--- src/hw/rtl/cmpr_pkg.sv ---
package cmpr_pkg;

  // Field widths
  localparam int COORD_BITS = 16;
  localparam int TAG_BITS   = 16;

  // Manifold geometry
  localparam int NUM_SLOTS = 4;
  localparam int SLOT_W    = $clog2(NUM_SLOTS);
  localparam int COUNT_W   = $clog2(NUM_SLOTS + 1);
  localparam int NUM_AXES  = 3;
  localparam int NUM_PAIRS = 3;
  localparam int PAIR_W    = $clog2(NUM_PAIRS);
  localparam int LAST_PAIR = NUM_PAIRS - 1;

  // One diagonal pairing: 6 cross products, 9 square partials and a drain step
  localparam int STEPS     = 16;
  localparam int STEP_W    = $clog2(STEPS);
  localparam int LAST_STEP = STEPS - 1;

  // Exact intermediate widths
  localparam int DIFF_W  = COORD_BITS + 1;
  localparam int MUL_W   = DIFF_W + 1;
  localparam int PROD_W  = 2 * MUL_W;
  localparam int CROSS_W = 2 * DIFF_W + 1;
  localparam int MAG_W   = 2 * DIFF_W;
  localparam int AREA_W  = 4 * DIFF_W + 2;
  localparam int SH_HH   = 2 * DIFF_W;
  localparam int SH_HL   = DIFF_W + 1;

  typedef logic signed [COORD_BITS-1:0] coord_t;
  typedef logic [TAG_BITS-1:0]          tag_t;
  typedef logic signed [DIFF_W-1:0]     diff_t;
  typedef logic signed [MUL_W-1:0]      mul_op_t;
  typedef logic signed [PROD_W-1:0]     prod_t;
  typedef logic signed [CROSS_W-1:0]    cross_t;
  typedef logic [MAG_W-1:0]             mag_t;
  typedef logic [AREA_W-1:0]            area_t;

  typedef struct packed {
    coord_t x;
    coord_t y;
    coord_t z;
  } point_t;

  typedef enum logic [1:0] {
    AXIS_X,
    AXIS_Y,
    AXIS_Z
  } axis_t;

  // What a multiplier slot computes
  typedef enum logic [2:0] {
    OP_CROSS_A,   // u[a] * v[b]
    OP_CROSS_B,   // u[b] * v[a]
    OP_SQ_HH,     // hi * hi of |cross|
    OP_SQ_HL,     // hi * lo of |cross|
    OP_SQ_LL      // lo * lo of |cross|
  } op_t;

  // Tag that travels with an operand pair through the multiplier
  typedef struct packed {
    logic  valid;
    op_t   op;
    axis_t comp;
  } mul_tag_t;

  function automatic coord_t coord_of(point_t p, axis_t ax);
    coord_t c;
    unique case (ax)
      AXIS_X:  c = p.x;
      AXIS_Y:  c = p.y;
      AXIS_Z:  c = p.z;
      default: c = p.x;
    endcase
    return c;
  endfunction

  // (k+1) mod 3
  function automatic axis_t axis_next(axis_t ax);
    axis_t r;
    unique case (ax)
      AXIS_X:  r = AXIS_Y;
      AXIS_Y:  r = AXIS_Z;
      AXIS_Z:  r = AXIS_X;
      default: r = AXIS_Y;
    endcase
    return r;
  endfunction

  // (k+2) mod 3
  function automatic axis_t axis_prev(axis_t ax);
    axis_t r;
    unique case (ax)
      AXIS_X:  r = AXIS_Z;
      AXIS_Y:  r = AXIS_X;
      AXIS_Z:  r = AXIS_Y;
      default: r = AXIS_Z;
    endcase
    return r;
  endfunction

  // Issue schedule within one pairing
  function automatic mul_tag_t step_tag(logic [STEP_W-1:0] s);
    mul_tag_t t;
    t.valid = 1'b1;
    unique case (s)
      4'd0:    begin t.op = OP_CROSS_A; t.comp = AXIS_X; end
      4'd1:    begin t.op = OP_CROSS_B; t.comp = AXIS_X; end
      4'd2:    begin t.op = OP_CROSS_A; t.comp = AXIS_Y; end
      4'd3:    begin t.op = OP_CROSS_B; t.comp = AXIS_Y; end
      4'd4:    begin t.op = OP_CROSS_A; t.comp = AXIS_Z; end
      4'd5:    begin t.op = OP_CROSS_B; t.comp = AXIS_Z; end
      4'd6:    begin t.op = OP_SQ_HH;   t.comp = AXIS_X; end
      4'd7:    begin t.op = OP_SQ_HL;   t.comp = AXIS_X; end
      4'd8:    begin t.op = OP_SQ_LL;   t.comp = AXIS_X; end
      4'd9:    begin t.op = OP_SQ_HH;   t.comp = AXIS_Y; end
      4'd10:   begin t.op = OP_SQ_HL;   t.comp = AXIS_Y; end
      4'd11:   begin t.op = OP_SQ_LL;   t.comp = AXIS_Y; end
      4'd12:   begin t.op = OP_SQ_HH;   t.comp = AXIS_Z; end
      4'd13:   begin t.op = OP_SQ_HL;   t.comp = AXIS_Z; end
      4'd14:   begin t.op = OP_SQ_LL;   t.comp = AXIS_Z; end
      default: begin t.valid = 1'b0; t.op = OP_CROSS_A; t.comp = AXIS_X; end
    endcase
    return t;
  endfunction

endpackage

--- src/hw/rtl/contact_manifold_point_reduction_unit.sv ---
// Contact manifold reduction: keeps up to four contacts (point, depth, tag).
// Input channel: drive point_x/y/z, pen_depth and contact_tag with start high;
// the word is taken at the rising edge where start is high and busy is low.
// busy then stays high until the result is out; start is ignored meanwhile.
// Result channel: done is high for exactly one cycle with slot_written,
// replaced, evicted_tag, contact_count and deepest_slot valid in that cycle.
// There is no back-pressure: the receiver must take the word when done rises.
// While fewer than four contacts are held, the word passes through the write
// and report states to done. With four held, the shared 18x18 multiplier does
// 15 products per diagonal pairing, 3 pairings per candidate slot, with a
// load state before each slot; a slot protected by greater depth is skipped
// as a candidate. busy falls in the cycle done rises, so the next word can be
// accepted in that cycle.
// Reset (rst, synchronous) empties the manifold: the contact count is zero and
// slot contents are left as they are; they are rewritten before being read.
module contact_manifold_point_reduction_unit (
  input  logic                           clk,
  input  logic                           rst,
  input  logic                           start,
  input  cmpr_pkg::coord_t               point_x,
  input  cmpr_pkg::coord_t               point_y,
  input  cmpr_pkg::coord_t               point_z,
  input  cmpr_pkg::coord_t               pen_depth,
  input  cmpr_pkg::tag_t                 contact_tag,
  output logic                           busy,
  output logic                           done,
  output logic [cmpr_pkg::SLOT_W-1:0]    slot_written,
  output logic                           replaced,
  output cmpr_pkg::tag_t                 evicted_tag,
  output logic [cmpr_pkg::COUNT_W-1:0]   contact_count,
  output logic [cmpr_pkg::SLOT_W-1:0]    deepest_slot
);
  import cmpr_pkg::*;

  typedef enum logic [2:0] {
    S_IDLE,
    S_PROT,
    S_LOAD,
    S_RUN,
    S_FINISH,
    S_WRITE,
    S_REPORT
  } state_t;

  localparam logic [SLOT_W-1:0]  LAST_SLOT = SLOT_W'(NUM_SLOTS - 1);
  localparam logic [COUNT_W-1:0] FULL      = COUNT_W'(NUM_SLOTS);

  state_t state;

  // Slot storage
  point_t slot_pts [NUM_SLOTS];
  coord_t slot_dep [NUM_SLOTS];
  tag_t   slot_tag [NUM_SLOTS];
  logic [COUNT_W-1:0] fill_count;

  // Captured input word
  point_t new_pt;
  coord_t new_dep;
  tag_t   new_tag;

  // Sequencer registers
  logic [SLOT_W-1:0] prot, cur_slot, acc_slot, pick, wslot;
  logic              prot_valid, pending, repl;
  logic [PAIR_W-1:0] pair;
  logic [STEP_W-1:0] step;

  // Quad positions 1..3; position 0 is the new point
  point_t qb, qc, qd;

  // Arithmetic datapath
  cross_t   cross_tmp;
  cross_t   cross_v [NUM_AXES];
  area_t    acc, best, sq_term;
  mul_tag_t iss_tag, res_tag;
  mul_op_t  op_a, op_b;
  prod_t    prod;

  // Combinational helpers
  logic [SLOT_W-1:0] prot_n, deep_n;
  logic              prot_valid_n, take;
  coord_t            best_d, deep_d;
  axis_t             ax_u, ax_v;
  diff_t             du, dv;
  cross_t            sq_src;
  mag_t              mag;
  logic [DIFF_W-1:0] hi, lo;

  // Protected slot: deepest held contact strictly deeper than the new one
  always_comb begin
    best_d       = new_dep;
    prot_n       = '0;
    prot_valid_n = 1'b0;
    for (int i = 0; i < NUM_SLOTS; i++) begin
      if (slot_dep[i] > best_d) begin
        best_d       = slot_dep[i];
        prot_n       = SLOT_W'(i);
        prot_valid_n = 1'b1;
      end
    end
  end

  // Deepest held slot, first on ties
  always_comb begin
    deep_d = slot_dep[0];
    deep_n = '0;
    for (int i = 1; i < NUM_SLOTS; i++) begin
      if ((COUNT_W'(i) < fill_count) && (slot_dep[i] > deep_d)) begin
        deep_d = slot_dep[i];
        deep_n = SLOT_W'(i);
      end
    end
  end

  // Finished pairing measure beats the best so far
  assign take = pending && (acc > best);

  // Operand selection for the shared multiplier
  always_comb begin
    iss_tag = step_tag(step);
    if (state != S_RUN) begin
      iss_tag.valid = 1'b0;
    end
    ax_u   = (iss_tag.op == OP_CROSS_A) ? axis_next(iss_tag.comp) : axis_prev(iss_tag.comp);
    ax_v   = (iss_tag.op == OP_CROSS_A) ? axis_prev(iss_tag.comp) : axis_next(iss_tag.comp);
    du     = diff_t'(coord_of(new_pt, ax_u)) - diff_t'(coord_of(qb, ax_u));
    dv     = diff_t'(coord_of(qc, ax_v)) - diff_t'(coord_of(qd, ax_v));
    sq_src = cross_v[iss_tag.comp];
    mag    = sq_src[CROSS_W-1] ? mag_t'(-sq_src) : mag_t'(sq_src);
    hi     = mag[MAG_W-1:DIFF_W];
    lo     = mag[DIFF_W-1:0];
    unique case (iss_tag.op)
      OP_CROSS_A, OP_CROSS_B: begin
        op_a = mul_op_t'(du);
        op_b = mul_op_t'(dv);
      end
      OP_SQ_HH: begin
        op_a = {1'b0, hi};
        op_b = {1'b0, hi};
      end
      OP_SQ_HL: begin
        op_a = {1'b0, hi};
        op_b = {1'b0, lo};
      end
      OP_SQ_LL: begin
        op_a = {1'b0, lo};
        op_b = {1'b0, lo};
      end
      default: begin
        op_a = '0;
        op_b = '0;
      end
    endcase
  end

  cmpr_mul u_mul (
    .clk     (clk),
    .rst     (rst),
    .op_a    (op_a),
    .op_b    (op_b),
    .tag_in  (iss_tag),
    .prod    (prod),
    .tag_out (res_tag)
  );

  // Square partial, placed at its weight
  always_comb begin
    unique case (res_tag.op)
      OP_SQ_HH: sq_term = area_t'(prod[MAG_W-1:0]) << SH_HH;
      OP_SQ_HL: sq_term = area_t'(prod[MAG_W-1:0]) << SH_HL;
      default:  sq_term = area_t'(prod[MAG_W-1:0]);
    endcase
  end

  // Quad positions, cross components and the pairing accumulator
  always_ff @(posedge clk) begin
    if (state == S_LOAD) begin
      qb <= (cur_slot == SLOT_W'(0)) ? slot_pts[1] : slot_pts[0];
      qc <= (cur_slot <= SLOT_W'(1)) ? slot_pts[2] : slot_pts[1];
      qd <= (cur_slot <= SLOT_W'(2)) ? slot_pts[3] : slot_pts[2];
    end else if (state == S_RUN && step == STEP_W'(LAST_STEP) && pair != PAIR_W'(LAST_PAIR)) begin
      // next pairing: (0,2,1,3) then (0,3,1,2)
      if (pair == PAIR_W'(0)) begin
        qb <= qc;
        qc <= qb;
      end else begin
        qb <= qd;
        qd <= qb;
      end
    end

    if (res_tag.valid) begin
      unique case (res_tag.op)
        OP_CROSS_A: cross_tmp <= cross_t'(prod);
        OP_CROSS_B: cross_v[res_tag.comp] <= cross_tmp - cross_t'(prod);
        default: ;
      endcase
    end

    priority if (state == S_RUN && step == '0) begin
      acc <= '0;
    end else if (res_tag.valid && res_tag.op != OP_CROSS_A && res_tag.op != OP_CROSS_B) begin
      acc <= acc + sq_term;
    end
  end

  // Slot store write
  always_ff @(posedge clk) begin
    if (state == S_WRITE) begin
      slot_pts[wslot] <= new_pt;
      slot_dep[wslot] <= new_dep;
      slot_tag[wslot] <= new_tag;
    end
  end

  // Sequencer and result registers
  always_ff @(posedge clk) begin
    if (rst) begin
      state      <= S_IDLE;
      busy       <= 1'b0;
      done       <= 1'b0;
      fill_count <= '0;
      pending    <= 1'b0;
    end else begin
      done <= 1'b0;
      unique case (state)
        S_IDLE: begin
          if (start) begin
            new_pt  <= '{x: point_x, y: point_y, z: point_z};
            new_dep <= pen_depth;
            new_tag <= contact_tag;
            busy    <= 1'b1;
            if (fill_count < FULL) begin
              wslot <= fill_count[SLOT_W-1:0];
              repl  <= 1'b0;
              state <= S_WRITE;
            end else begin
              state <= S_PROT;
            end
          end
        end
        S_PROT: begin
          prot       <= prot_n;
          prot_valid <= prot_valid_n;
          cur_slot   <= '0;
          best       <= '0;
          pick       <= '0;
          pending    <= 1'b0;
          state      <= S_LOAD;
        end
        S_LOAD: begin
          if (prot_valid && cur_slot == prot) begin
            // protected slot is never a candidate
            if (cur_slot == LAST_SLOT) begin
              state <= S_FINISH;
            end else begin
              cur_slot <= cur_slot + 1'b1;
            end
          end else begin
            pair  <= '0;
            step  <= '0;
            state <= S_RUN;
          end
        end
        S_RUN: begin
          step <= step + 1'b1;
          if (step == '0) begin
            if (take) begin
              best <= acc;
              pick <= acc_slot;
            end
            acc_slot <= cur_slot;
            pending  <= 1'b1;
          end
          if (step == STEP_W'(LAST_STEP)) begin
            if (pair == PAIR_W'(LAST_PAIR)) begin
              if (cur_slot == LAST_SLOT) begin
                state <= S_FINISH;
              end else begin
                cur_slot <= cur_slot + 1'b1;
                state    <= S_LOAD;
              end
            end else begin
              pair <= pair + 1'b1;
            end
          end
        end
        S_FINISH: begin
          wslot   <= take ? acc_slot : pick;
          repl    <= 1'b1;
          pending <= 1'b0;
          state   <= S_WRITE;
        end
        S_WRITE: begin
          evicted_tag <= repl ? slot_tag[wslot] : '0;
          if (!repl) begin
            fill_count <= fill_count + 1'b1;
          end
          state <= S_REPORT;
        end
        S_REPORT: begin
          done          <= 1'b1;
          busy          <= 1'b0;
          slot_written  <= wslot;
          replaced      <= repl;
          contact_count <= fill_count;
          deepest_slot  <= deep_n;
          state         <= S_IDLE;
        end
        default: begin
          state <= S_IDLE;
          busy  <= 1'b0;
        end
      endcase
    end
  end

  // Checks
  a_accept_busy: assert property (@(posedge clk) disable iff (rst)
    (start && !busy) |=> busy)
    else $error("accepted word did not raise busy");

  a_done_after_busy: assert property (@(posedge clk) disable iff (rst)
    done |-> (!busy && $past(busy)))
    else $error("result strobe without a word in progress");

  a_count_range: assert property (@(posedge clk) disable iff (rst)
    done |-> (contact_count != '0 && contact_count <= FULL))
    else $error("contact count out of range");

  a_replace_full: assert property (@(posedge clk) disable iff (rst)
    (done && replaced) |-> (contact_count == FULL))
    else $error("replacement before the manifold is full");

  a_no_evict_zero: assert property (@(posedge clk) disable iff (rst)
    (done && !replaced) |-> (evicted_tag == '0))
    else $error("evicted tag set on an append");

endmodule

--- src/hw/rtl/cmpr_mul.sv ---
module cmpr_mul (
  input  logic               clk,
  input  logic               rst,
  input  cmpr_pkg::mul_op_t  op_a,
  input  cmpr_pkg::mul_op_t  op_b,
  input  cmpr_pkg::mul_tag_t tag_in,
  output cmpr_pkg::prod_t    prod,
  output cmpr_pkg::mul_tag_t tag_out
);
  import cmpr_pkg::*;

  // Shared signed multiplier, product registered
  always_ff @(posedge clk) begin
    prod <= prod_t'(op_a) * prod_t'(op_b);
  end

  // Tag is registered alongside the product
  always_ff @(posedge clk) begin
    if (rst) begin
      tag_out <= '{valid: 1'b0, op: OP_CROSS_A, comp: AXIS_X};
    end else begin
      tag_out <= tag_in;
    end
  end

endmodule
--- config.mk ---
export PLATFORM = sky130hd
export DESIGN_NAME = contact_manifold_point_reduction_unit
export DESIGN_NICKNAME = d
export VERILOG_FILES = /design/src/hw/rtl/cmpr_pkg.sv /design/src/hw/rtl/contact_manifold_point_reduction_unit.sv /design/src/hw/rtl/cmpr_mul.sv
export SDC_FILE = /design/constraint.sdc
export NUM_CORES = 2
export LEC_CHECK = 0
export ABC_AREA = 1
export BUFFER_PORTS_ARGS = -buffer_cell sky130_fd_sc_hd__buf_2
export CAP_MARGIN = 30
export CORE_MARGIN = 3
export CORE_UTILIZATION = 40
export CTS_BUF_LIST = sky130_fd_sc_hd__clkbuf_16
export CTS_CLUSTER_DIAMETER = 100
export DETAILED_ROUTE_END_ITERATION = 10
export PLACE_DENSITY = 0.52
export SLEW_MARGIN = 20
export SYNTH_ARGS = -nofsm -noshare
export SYNTH_HDL_FRONTEND = slang
export SYNTH_HIERARCHICAL = 1
export SYNTH_SLANG_ARGS = --single-unit
--- constraint.sdc ---
create_clock -name clk -period 14 [get_ports clk]
set_input_delay 1.4 -clock clk [delete_from_list [all_inputs] [get_ports clk]]
set_output_delay 1.4 -clock clk [all_outputs]
set_load 0.01 [all_outputs]
* Yosys cells after proc, flatten, opt, wreduce, memory -nomap -nowiden
Memory sizes are Yosys's and may differ from the RTL's. A register that Yosys moved wholly into a read port is not among the register bits. Index checks and enable logic that the tools add are counted.
Word-level totals: register bits 475, bits in latches 0, bits in writable memories 425, bits in read-only memories 0, output and inout bits 26, word-level logic and storage cells 253, memories kept 4
Memories:
- slot_pts | depth 4, width 48, rd ports 4, clocked after Yosys merged registers in 0, wr ports 1, RTL line contact_manifold_point_reduction_unit.sv:51 | point_t slot_pts [NUM_SLOTS];
- cross_v | depth 3, width 35, rd ports 1, clocked after Yosys merged registers in 0, wr ports 1, RTL line contact_manifold_point_reduction_unit.sv:72 | cross_t cross_v [NUM_AXES];
- slot_dep | depth 4, width 16, rd ports 4, clocked after Yosys merged registers in 0, wr ports 1, RTL line contact_manifold_point_reduction_unit.sv:52 | coord_t slot_dep [NUM_SLOTS];
- slot_tag | depth 4, width 16, rd ports 1, clocked after Yosys merged registers in 1, wr ports 1, RTL line contact_manifold_point_reduction_unit.sv:53 | tag_t slot_tag [NUM_SLOTS];
Operators by class: $add $sub $neg 9, $mul 1, divide/modulo/power cells 0, $lt $le $gt $ge 14, equal/unequal tests 51, shift operators 0, multiplexer cells 77, bitwise operators 3, reductions and logical operators 53
Operators by type and width (count):
- 48-bit 2-to-1 mux | 12
- 70-bit 2-to-1 mux | 2
- 70-bit case mux with 2 select lines | 1
- 67-bit case mux with 2 select lines | 1
- 16-bit case mux with 2 select lines | 4
- 16-bit > comparator | 7
- 18-bit case mux with 3 select lines | 2
- 16-bit 2-to-1 mux | 5
- 70-bit adder | 1
- 70-bit > comparator | 1
- 5-bit case mux with 14 select lines | 1
- 18-bit by 18-bit multiplier with 35-bit output | 1
- 35-bit subtractor | 1
- 34-bit 2-to-1 mux | 1
- 34-bit negator | 1
- 16-bit by 16-bit subtractor with 17-bit output | 2
- 4-bit equality test (second input constant) | 8
- 2-bit 2-to-1 mux | 13
- 3-bit 2-to-1 mux | 7
- 2-bit case mux with 2 select lines | 5
- 3-bit by 2-bit equality test with 1-bit output (second input constant) | 6
- 3-bit case mux with 6 select lines | 1
- 2-bit AND reduction | 9
- 4-bit by 3-bit equality test with 1-bit output (second input constant) | 4
- 39 further kinds | 112

* Depth between registers and ports, before layout
word-level depth 10, mapped depth 63, depth with buffers taken out 60

* Cells and area by module
The synthesis kept the hierarchy.
Modules (own cells, without submodules):
- contact_manifold_point_reduction_unit | times used 1, cells each 5184, area each 48964.5 sq um, seq. area each 25484.4 sq um
- cmpr_mul | times used 1, cells each 1892, area each 14372.5 sq um, seq. area each 840.8 sq um

* Worst setup path before layout
No wires, ideal clock.
path kind flip-flop to flip-flop, start reg step[0], end reg u_mul.prod[33], arrival 10.006 ns, required time 13.888 ns, setup slack 3.882 ns, cell stages (with the launch flop) 60, buffers on the path 4, clock period less this slack 10.118 ns, path through edfxtp_1 > inv_1 > ha_1 > inv_1 > nor2_1 > a211oi_1 > inv_1 > nor2_1 > inv_1 > nor2_1 > inv_1 > nor2_1 > inv_1 > o21ai_0 > inv_1 > ha_1 > clkbuf_1 > clkbuf_1 > [... 24 more ...] > inv_1 > fa_1 > inv_1 > fa_1 > inv_1 > fa_1 > inv_1 > ha_1 > nand2_2 > inv_2 > nand2_1 > inv_1 > nand2_1 > nand2_1 > a21oi_1 > nand2_1 > nand2_1 > nand2_1
RTL lines:
- start, declared | RTL line contact_manifold_point_reduction_unit.sv:65 | logic [STEP_W-1:0] step;
- start signal, assigned | RTL line contact_manifold_point_reduction_unit.sv:265 | step <= step + 1'b1;
- end signal, assigned | RTL line cmpr_mul.sv:14 | prod <= prod_t'(op_a) * prod_t'(op_b);
- end, declared | RTL line cmpr_mul.sv:7 | output cmpr_pkg::prod_t prod,

==> impl_metrics.prom <==
# TYPE chip_impl_metric gauge
chip_impl_info{name="timing.critical_path.mode_cell",value="sky130_fd_sc_hd__inv_1"} 1
chip_impl_info{name="clk_root_buffer_cell",value="sky130_fd_sc_hd__clkbuf_16"} 1
chip_impl_metric{name="routabilityCongestion",unit=""} 0.9646
chip_impl_metric{name="wirelength",unit="um"} 199600
chip_impl_metric{name="die_h",unit="um"} 403.0
chip_impl_metric{name="synthesis.instances",unit=""} 7016
chip_impl_metric{name="drc",unit=""} 0
chip_impl_metric{name="final_antenna_net_count",unit=""} 0
chip_impl_metric{name="slew_violations",unit=""} 0
chip_impl_metric{name="grt-ovfl-total",unit=""} 0
chip_impl_metric{name="die_x",unit="um"} 403.0
chip_impl_metric{name="floorplan.initialDensity",unit=""} 0.4031
chip_impl_metric{name="vias_per_cell",unit=""} 5.289
chip_impl_metric{name="cts.path.max_buffers",unit=""} 3
chip_impl_metric{name="final_cells",unit=""} 9240
chip_impl_info{name="crit-reg2reg-launch",value="step[0]"} 1
chip_impl_metric{name="grt_start_max_net_pins",unit=""} 99
chip_impl_metric{name="slowest_delay",unit="ps"} 760
chip_impl_metric{name="clk_pin_slew",unit="ps"} 60
chip_impl_metric{name="crit_arrival",unit="ps"} 12900
chip_impl_info{name="timing.setup.critical_path_class",value="flop to flop"} 1
chip_impl_metric{name="core_area",unit="um2"} 156400
chip_impl_metric{name="syn-mean-instance-area",unit="um2"} 8.986
chip_impl_info{name="cp_top_family",value="adder cells"} 1
chip_impl_metric{name="grt_pass1_wl",unit="um"} 300500
chip_impl_info{name="hold_end",value="cross_tmp[11]"} 1
chip_impl_metric{name="die_area",unit="um2"} 162400
chip_impl_metric{name="routed-via-count",unit=""} 48866
chip_impl_metric{name="h-tree-depth",unit=""} 3
chip_impl_metric{name="worst_ep_required_time",unit="ps"} 14640
chip_impl_metric{name="slew_headroom",unit=""} 0.3405
chip_impl_metric{name="grt.total_usage",unit=""} 0.2431
chip_impl_metric{name="timing.fmax",unit="MHz"} 81.62
chip_impl_metric{name="post_route_hold_slack",unit="ps"} 425.7
chip_impl_metric{name="nets",unit=""} 7923
chip_impl_info{name="cts_tree",value="done"} 1
chip_impl_metric{name="clk-insertion-delay-late",unit="ps"} 770
chip_impl_info{name="start_kind",value="flop"} 1
chip_impl_metric{name="reg2regPathDepth",unit=""} 51
chip_impl_metric{name="cts_hold_buffers",unit=""} 0
chip_impl_info{name="outcome",value="complete, no violations"} 1
chip_impl_info{name="layout_commonest_cell",value="sky130_fd_sc_hd__inv_1"} 1
chip_impl_info{name="worst_setup_path_end_kind",value="flop"} 1
chip_impl_metric{name="detail_route.first_pass.iterations",unit=""} 8
chip_impl_metric{name="finalSetupViolCount",unit=""} 0
chip_impl_metric{name="period_minus_slack",unit="ps"} 12250
chip_impl_metric{name="postCtsSetupRepairBufs",unit=""} 0
chip_impl_metric{name="worst-r2r-setup-slack",unit="ps"} 1750
chip_impl_metric{name="critical_path_buf_inv_count",unit=""} 17
chip_impl_metric{name="placed_cells",unit=""} 9030
chip_impl_metric{name="layout-area-overhead-vs-synth",unit="%"} 10.41
chip_impl_info{name="unrepaired_setup_endpoints_after_global_routing",value="false"} 1
chip_impl_metric{name="worst_slew_pin_slew",unit="ps"} 989.2
chip_impl_metric{name="tns",unit="ps"} 0
chip_impl_info{name="min-delay-path-class",value="flop to flop"} 1
chip_impl_info{name="rr_endpoint",value="u_mul/prod[34]"} 1
chip_impl_metric{name="timing.final.crit_share",unit=""} 0.8751
chip_impl_metric{name="detail_route.wl_per_cell",unit="um"} 21.61
chip_impl_metric{name="count_of_input_and_output_buffers",unit=""} 108
chip_impl_info{name="hp-start",value="u_mul/prod[11]"} 1
chip_impl_metric{name="cell_area_after_synthesis",unit="um2"} 63050
chip_impl_metric{name="tritoncts_num_sinks",unit=""} 916
chip_impl_metric{name="boundaryPins",unit=""} 109
chip_impl_metric{name="cts_buffers",unit=""} 105
chip_impl_metric{name="critPathMaxFanout",unit=""} 42
chip_impl_metric{name="synthesis.nets",unit=""} 7854
chip_impl_metric{name="drt-initial-drc-count",unit=""} 4222
chip_impl_metric{name="vias_in_the_first_global_route",unit=""} 48249
chip_impl_metric{name="cts.repair.resized",unit=""} 0
chip_impl_metric{name="final-hold-violation-count",unit=""} 0
chip_impl_metric{name="final.fill_count",unit=""} 15345
chip_impl_metric{name="timing.clock.skew",unit="ps"} 52.09
chip_impl_metric{name="drv.max_cap_violation_count",unit=""} 0
chip_impl_metric{name="worst_hold_path.num_cells",unit=""} 0
chip_impl_metric{name="ys.warnings.count",unit=""} 6
chip_impl_info{name="worst_path_max_delay_cell",value="sky130_fd_sc_hd__fa_1"} 1
chip_impl_info{name="final_cell_mix",value="sky130_fd_sc_hd__inv_1, sky130_fd_sc_hd__nand2_1, sky130_fd_sc_hd__edfxtp_1, sky130_fd_sc_hd__nor2_1, sky130_fd_sc_hd__o21ai_0"} 1
chip_impl_metric{name="placement_rows",unit=""} 145
chip_impl_metric{name="grt_antenna_before_repair",unit=""} 13
chip_impl_metric{name="layout_cells_sized_above_1",unit=""} 0.06982
chip_impl_metric{name="hpwlAfterDp",unit="um"} 148900
-- worst register-to-register path, delay by kind of cell, from the launching register on --
family	cells	cell delay, ps
AO/OA/AOI/OAI	10	2260
adder cells (fa/ha/maj)	10	4830
buffers and inverters	17	2660
flip-flops	1	420
AND/OR/NAND/NOR	14	1990
-- worst max path at each step --
stage	start	endpoint	slack, ps	cells after the start
floorplan	step[0]	u_mul/prod[33]	3880	59
CTS	step[0]	u_mul/prod[34]	1810	51
global route	step[0]	u_mul/prod[34]	760	51
global placement	step[0]	u_mul/prod[33]	1490	49
finish	step[0]	u_mul/prod[34]	1750	51
detailed placement	step[0]	u_mul/prod[34]	1850	51
-- state kept, by name, indices dropped and copies added, names as in the netlist, 35 cells and up --
register / cells
acc: 70
best: 70
cross_tmp: 35
cross_v: 105
new_pt: 48
qb: 48
qc: 48
qd: 48
slot_dep: 64
slot_pts: 192
slot_tag: 64
u_mul/prod: 35
-- stage by stage --
stage               setup WS (ps)  cell area, um2  utilization
CTS                          1814           69480       0.4443
global placement             1495           65970       0.4218
global route                764.9           69590       0.4450
finish                       1748           69610       0.4451
detailed placement           1854           66020       0.4222
floorplan                    3882           63050            -
-- layer usage --
layer	vias up	global-route usage	wire, um	part of all wire
met5	-	0	55	0.00028
met4	8	0.05856	4571	0.023
met3	261	0.03484	11740	0.059
met2	1444	0.3946	93170	0.47
met1	23903	0.3436	90100	0.45
li1	23250	-	-	-
-- layout make-up --
class | instances | area [um2] | area share
clock inverter | 93 | 833.3 | 0.01197
antenna | 6 | 15.01 | 0.0002157
sequential | 916 | 26310 | 0.3779
multi-input combinational | 4434 | 30530 | 0.4385
tap | 2058 | 2575 | 0.03699
timing repair buffer | 208 | 1391 | 0.01999
inverter | 1420 | 5334 | 0.07663
clock buffer | 105 | 2628 | 0.03775
Power is left out: the tool's default activity adds up to more than one toggle a clock period on the data nets, which glitch-free logic cannot reach.
